**config.mk**
```make
export PLATFORM = sky130hd
export DESIGN_NAME = fclp_ctrl
export DESIGN_NICKNAME = d
export VERILOG_FILES = /design/src/rtl/fclp_pkg.sv /design/src/rtl/fclp_ctrl.sv
export SDC_FILE = /design/constraint.sdc
export NUM_CORES = 1
export LEC_CHECK = 0
export ABC_AREA = 0
export BUFFER_PORTS_ARGS = -buffer_cell sky130_fd_sc_hd__buf_2
export CORE_AREA = 2 2 39 41
export DETAILED_ROUTE_END_ITERATION = 12
export DIE_AREA = 0 0 41 43
export GPL_TIMING_DRIVEN = 0
export PLACE_DENSITY = 0.45
export SYNTH_ARGS = -nofsm -noshare
export SYNTH_HDL_FRONTEND = slang
export SYNTH_SLANG_ARGS = --single-unit
```
**constraint.sdc**
```tcl
create_clock -name i_clk -period 1.5 [get_ports i_clk]
set_input_delay 0.225 -clock i_clk [delete_from_list [all_inputs] [get_ports i_clk]]
set_output_delay 0.225 -clock i_clk [all_outputs]
set_load 0.05 [all_outputs]
```
**src/rtl/fclp_pkg.sv**
```systemverilog
// Package: shared types and constants for the flow cache.
package fclp_pkg;

    localparam int unsigned SETS_DEF     = 1024;
    localparam int unsigned WAYS_DEF     = 4;
    localparam int unsigned KEY_BITS_DEF = 48;
    localparam int unsigned WAY_LIMIT    = 4;

    localparam int unsigned OUT_KEY_W = 48;
    localparam int unsigned HASH_W    = 16;
    localparam int unsigned SETIDX_W  = 10;
    localparam int unsigned NSETS_W   = 11;
    localparam int unsigned NWAYS_W   = 3;
    localparam int unsigned OP_W      = 2;

    typedef enum logic [OP_W-1:0] {
        OP_INSERT = 2'd0,
        OP_ACCESS = 2'd1,
        OP_UPDATE = 2'd2,
        OP_NONE   = 2'd3
    } t_op;

    typedef enum logic {
        REG_NUM_SETS = 1'b0,
        REG_WAYS     = 1'b1
    } t_reg_idx;

    typedef enum logic [2:0] {
        ST_CLEAR,
        ST_IDLE,
        ST_MOD,
        ST_READ,
        ST_EXEC,
        ST_OUT
    } t_state;

    // Controller to datapath.
    typedef struct packed {
        logic clr_step;
        logic load;
        logic mod_step;
        logic rd;
        logic exec;
        logic out_load;
    } t_cmd;

    // Datapath to controller.
    typedef struct packed {
        logic clr_done;
        logic mod_done;
    } t_sts;

endpackage

```
**src/rtl/fclp_ctrl.sv**
```systemverilog
// Controller: sequences clear, set-index reduction, set read, execute and output.
module fclp_ctrl (
    input  logic           i_clk,
    input  logic           i_rst_n,
    input  logic           i_in_valid,
    output logic           o_in_ready,
    output logic           o_out_valid,
    input  logic           i_out_ready,
    input  fclp_pkg::t_sts i_sts,
    output fclp_pkg::t_cmd o_cmd
);
    import fclp_pkg::*;

    t_state r_state, n_state;

    always_ff @(posedge i_clk) begin
        if (!i_rst_n) begin
            r_state <= ST_CLEAR;
        end else begin
            r_state <= n_state;
        end
    end

    always_comb begin
        n_state = r_state;
        unique case (r_state)
            ST_CLEAR: if (i_sts.clr_done) n_state = ST_IDLE;
            ST_IDLE:  if (i_in_valid) n_state = ST_MOD;
            ST_MOD:   if (i_sts.mod_done) n_state = ST_READ;
            ST_READ:  n_state = ST_EXEC;
            ST_EXEC:  n_state = ST_OUT;
            ST_OUT: begin
                if (i_out_ready) n_state = ST_IDLE;
            end
            default:  n_state = ST_IDLE;
        endcase
    end

    always_comb begin
        o_cmd       = '0;
        o_in_ready  = 1'b0;
        o_out_valid = 1'b0;
        unique case (r_state)
            ST_CLEAR: o_cmd.clr_step = 1'b1;
            ST_IDLE: begin
                o_in_ready = 1'b1;
                o_cmd.load = i_in_valid;
            end
            ST_MOD: begin
                o_cmd.mod_step = 1'b1;
                o_cmd.rd       = i_sts.mod_done;
            end
            ST_READ: ;
            ST_EXEC: begin
                o_cmd.exec     = 1'b1;
                o_cmd.out_load = 1'b1;
            end
            ST_OUT:  o_out_valid = 1'b1;
            default: ;
        endcase
    end
endmodule

```
; ---- Yosys cells after proc, flatten, opt, wreduce, memory -nomap -nowiden
; Cells that the tools add are included.
[op_classes]
eq_ne = 9
n_reduce_logical = 2
mux = 11
[op_table]
columns = operator, n
row1 = $pmux 3 s6, 1
row2 = $mux 3, 4
row3 = $ne 2x2->1 const B, 4
row4 = $eq 3x2->1 const B, 2
row5 = $eq 3x3->1 const B, 2
row6 = $mux 1, 4
row7 = $mux 2, 2
row8 = $reduce_and 4->1, 1
row9 = $eq 3x1->1 const B, 1
row10 = $logic_not 3->1, 1
[totals]
output_inout_bits = 8
wordCells = 23
regBits = 3
in_bits = 6

; ---- Depth between registers and ports, before layout
[logic_depth]
ltp_word = 3
mapped_depth = 4

; ---- Worst setup path before layout
; No wires, ideal clock.
[synth_timing]
path_type = register -> output
from = register r_state[1]
to = output port o_cmd[1] in the netlist's numbering
path_stages_with_launch = 4
arrival_ns = 2.024
path_slack_ns = -0.749
n_path_buf = 2
cell_sequence = dfxtp_1 -> buf_6 -> nor3b_1 -> buf_4
[synth_rtl]
columns = element, line_no
row1 = from (decl), fclp_ctrl.sv:14  ; t_state r_state, n_state;
row2 = from (signal assigned), fclp_ctrl.sv:20  ; r_state <= n_state;
row3 = to (decl), fclp_ctrl.sv:10  ; output fclp_pkg::t_cmd o_cmd

==> results.sh <==
export IMPL_synth_simple_gate_area_share_pct=43.2
export IMPL_final_net_count=50
export IMPL_worst_endpoint_arrival_ns=1.20
export IMPL_critical_path_n_buffers_inverters=2
export IMPL_groute_usage_overall_pct=7.12
export IMPL_timing_hold_worst_start="i_rst_n"
export IMPL_cp_num_cells=4
export IMPL_worstSkewPairLatency_ns=0.23
export IMPL_worst_ir_drop_vdd_v=0.000266
export IMPL_maximum_capacitance_violations=0
export IMPL_design_die_area_um2=1760
export IMPL_finalSetupViolations=0
export IMPL_row_count=14
export IMPL_route_detailed_vias_per_inst=3.93
export IMPL_worstHoldPathCells=3
export IMPL_critical_path_class="flip-flop to primary output"
export IMPL_grt_first_pass_wirelength_um=821
export IMPL_floorplan_io_pins=14
export IMPL_reg2reg_to="r_state[0]$_SDFFE_PN0P_"
export IMPL_place_detailed_instances=55
export IMPL_largest_family_of_logic_cells_by_synthesized_area="simple AND/OR/NAND/NOR gates"
export IMPL_setup_tns_final_ns=0
export IMPL_detail_route_antenna_nets=0
export IMPL_dr_first_iter_drc_count=2
export IMPL_fraction_of_synthesized_area_in_multiplexers_pct=8.65
export IMPL_hpwl_um=404
export IMPL_worst_hold_path_type="primary input to flip-flop"
export IMPL_dieWidth_um=41
export IMPL_stdcell_count=59
export IMPL_yosys_area_share_adder_pct=0
export IMPL_synthXorXnorAreaFrac_pct=0
export IMPL_initial_core_util_pct=16.7
export IMPL_yosysSeqAreaShare_pct=25.9
export IMPL_reg2reg_depth=3
export IMPL_critical_path_required_ns=1.27
export IMPL_worst_clock_skew_ns=0.00268
export IMPL_gpl_final_weighted_congestion=0.582
export IMPL_worst_pin_slew_ns=0.249
export IMPL_powerDensity_nw_per_um2=1010
export IMPL_synthesis_instances=26
export IMPL_whs_endpoint="r_state[0]$_SDFFE_PN0P_"
export IMPL_number_of_antenna_violations_at_the_first_check_in_global_routing=0
export IMPL_drt_wirelength_um=526
export IMPL_timing_hold_violations_final=0
export IMPL_cpMaxStageDelayCell="sky130_fd_sc_hd__dfxtp_1"
export IMPL_first_global_vias=216
export IMPL_layout_drive_gt1_share_pct=60.5
export IMPL_finalMaxSlewViolations=0
export IMPL_fin_total_pwr_w=0.000367
export IMPL_synth_fp_nets=32
export IMPL_highest_achievable_clock_rate_mhz=702
export IMPL_clkTransAtPathRegs_ns=0.03
export IMPL_cts_repair_timing_setup_buffer_count=0
export IMPL_fin_crit_sh_pct=94.9
export IMPL_remaining_drc_errors=0
export IMPL_largest_registers="r_state x3"
export IMPL_area_of_the_core_um2=1380
export IMPL_area_delta_synth_final_pct=56.8
export IMPL_final_cell_mix="sky130_fd_sc_hd__buf_2, sky130_fd_sc_hd__clkbuf_4, sky130_fd_sc_hd__buf_4"
export IMPL_cpPeakStageDelay_ns=0.29
export IMPL_netlist_top_cells_area="sky130_fd_sc_hd__dfxtp_1, sky130_fd_sc_hd__buf_6, sky130_fd_sc_hd__mux2i_1"
export IMPL_tritoncts="done"
export IMPL_cts_hold_buf=0
export IMPL_layout_cells_most_common="sky130_fd_sc_hd__buf_2"
export IMPL_ctsRootBufferMaster="sky130_fd_sc_hd__clkbuf_4"
export IMPL_cp_max_fo=8
export IMPL_dieHeight_um=43
export IMPL_syn_avg_cell_area_um2=8.90
export IMPL_grt_max_degree=11
export IMPL_cts_htree_levels=1
export IMPL_synth_largest_area_cell="sky130_fd_sc_hd__dfxtp_1"
export IMPL_cts_sink_count=3
export IMPL_final_period_minus_worst_setup_slack_ns=1.42
export IMPL_critical_path_top_delay_family="buffers and inverters"
export IMPL_worst_setup_path_end_kind="primary output"
export IMPL_wire_per_inst_um=8.92
export IMPL_worst_setup_path_start_kind="flip-flop"
export IMPL_relSlewSlack_pct=83.5
export IMPL_timing_hold_ws_ns=0.246
export IMPL_drt_pre_antenna_iters=3
export IMPL_rsz0062_at_grt="no"
export IMPL_globalRouteOverflowTotal=0
export IMPL_largest_register_ff_count=3
export IMPL_result_of_the_run="completed"
export IMPL_ys_types=18
export IMPL_synthesis_area_um2=231
export IMPL_antenna_diode_count=0
export IMPL_io_buffers=13
export IMPL_worst_r2r_startpoint="r_state[1]$_SDFFE_PN0P_"
export IMPL_max_clock_path_buffers=2
export IMPL_ys_warn_count=0
export IMPL_cts_made_buffers=3
export IMPL_vias=232
export IMPL_power_leakage_nw=0.173
export IMPL_yosys_area_top_type_share_pct=25.9
export IMPL_top_register="r_state"
export IMPL_post_synthesis_compound_gate_area_fraction_pct=9.19
export IMPL_ys_seq_elements=3
export IMPL_reg2reg_slack_ns=0.57
export IMPL_ordered_cell_list_for_the_critical_path="buf_6 -> nor2_1 -> and2_1 -> buf_2"
## kinds of logic after synthesis
family          count (synthesis)
compound gates                  3
buf+inv                         3
flops                           3
mux                             2
simple gates                   15
## tightest hold or removal path: stages
cell                      delay [ns]
sky130_fd_sc_hd__buf_2          0.11
sky130_fd_sc_hd__o21ai_2        0.05
sky130_fd_sc_hd__a21oi_1        0.04
## final cells by class
cell class / instances / area (um^2)
sequential: 3 / 61.3
buffer: 3 / 30.0
timing repair buffer: 13 / 72.6
tap: 16 / 20.0
multi-input combinational: 20 / 153
fill: 163 / 1020
clock buffer: 4 / 26.3
## per-stage QoR
stage / utilization, % / worst slack (ns) / area, um^2
floorplan: - / -0.182 / 243
global placement: 23.7 / 0.221 / 328
detailed placement: 23.7 / 0.229 / 328
CTS: 25.7 / 0.0196 / 355
global route: 26.2 / 0.000421 / 363
finish: 26.2 / 0.0758 / 363
## cell usage after synthesis (all sizes together)
library cell / n
buf: 3
dfxtp: 3
nor2: 3
and2: 2
mux2i: 2
nand3b: 2
nor3b: 2
a21boi: 1
a21oi: 1
and3: 1
and3b: 1
nand2: 1
nand2b: 1
nor2b: 1
nor3: 1
o21ai: 1
## where the power goes
| group | internal (W) | switching, W | leakage, nW | total (W) |
|---|---|---|---|---|
| combinational | 0.0000479 | 0.0000877 | 0.133 | 0.000136 |
| sequential | 0.0000864 | 0.00000467 | 0.0251 | 0.0000911 |
| clock | 0.0000996 | 0.0000406 | 0.0150 | 0.000140 |
## worst max-delay path by stage
stage / endpoint / slack, ns / startpoint
floorplan: o_cmd[1] / -0.18 / r_state[2]$_SDFFE_PN0P_
global placement: o_cmd[4] / 0.22 / r_state[2]$_SDFFE_PN0P_
detailed placement: o_cmd[1] / 0.23 / r_state[2]$_SDFFE_PN0P_
CTS: o_cmd[1] / 0.02 / r_state[1]$_SDFFE_PN0P_
global route: o_cmd[4] / 0.0004 / r_state[0]$_SDFFE_PN0P_
finish: o_cmd[3] / 0.08 / r_state[0]$_SDFFE_PN0P_
## routing by layer
metal	track usage, %	vias up	wire (um)
li1	-	123	-
met1	7.69	102	229
met2	10.0	7	275
met3	1.57	0	22
met4	8.00	0	0
met5	0	-	0
## repair_timing
action	4_1_cts	5_1_grt
endpoints found under the hold margin	0	0
pin swaps	0	0
setup endpoints to repair	2	3
gates resized for setup	1	5
No activity file was read; power rests on OpenSTA's default activity.
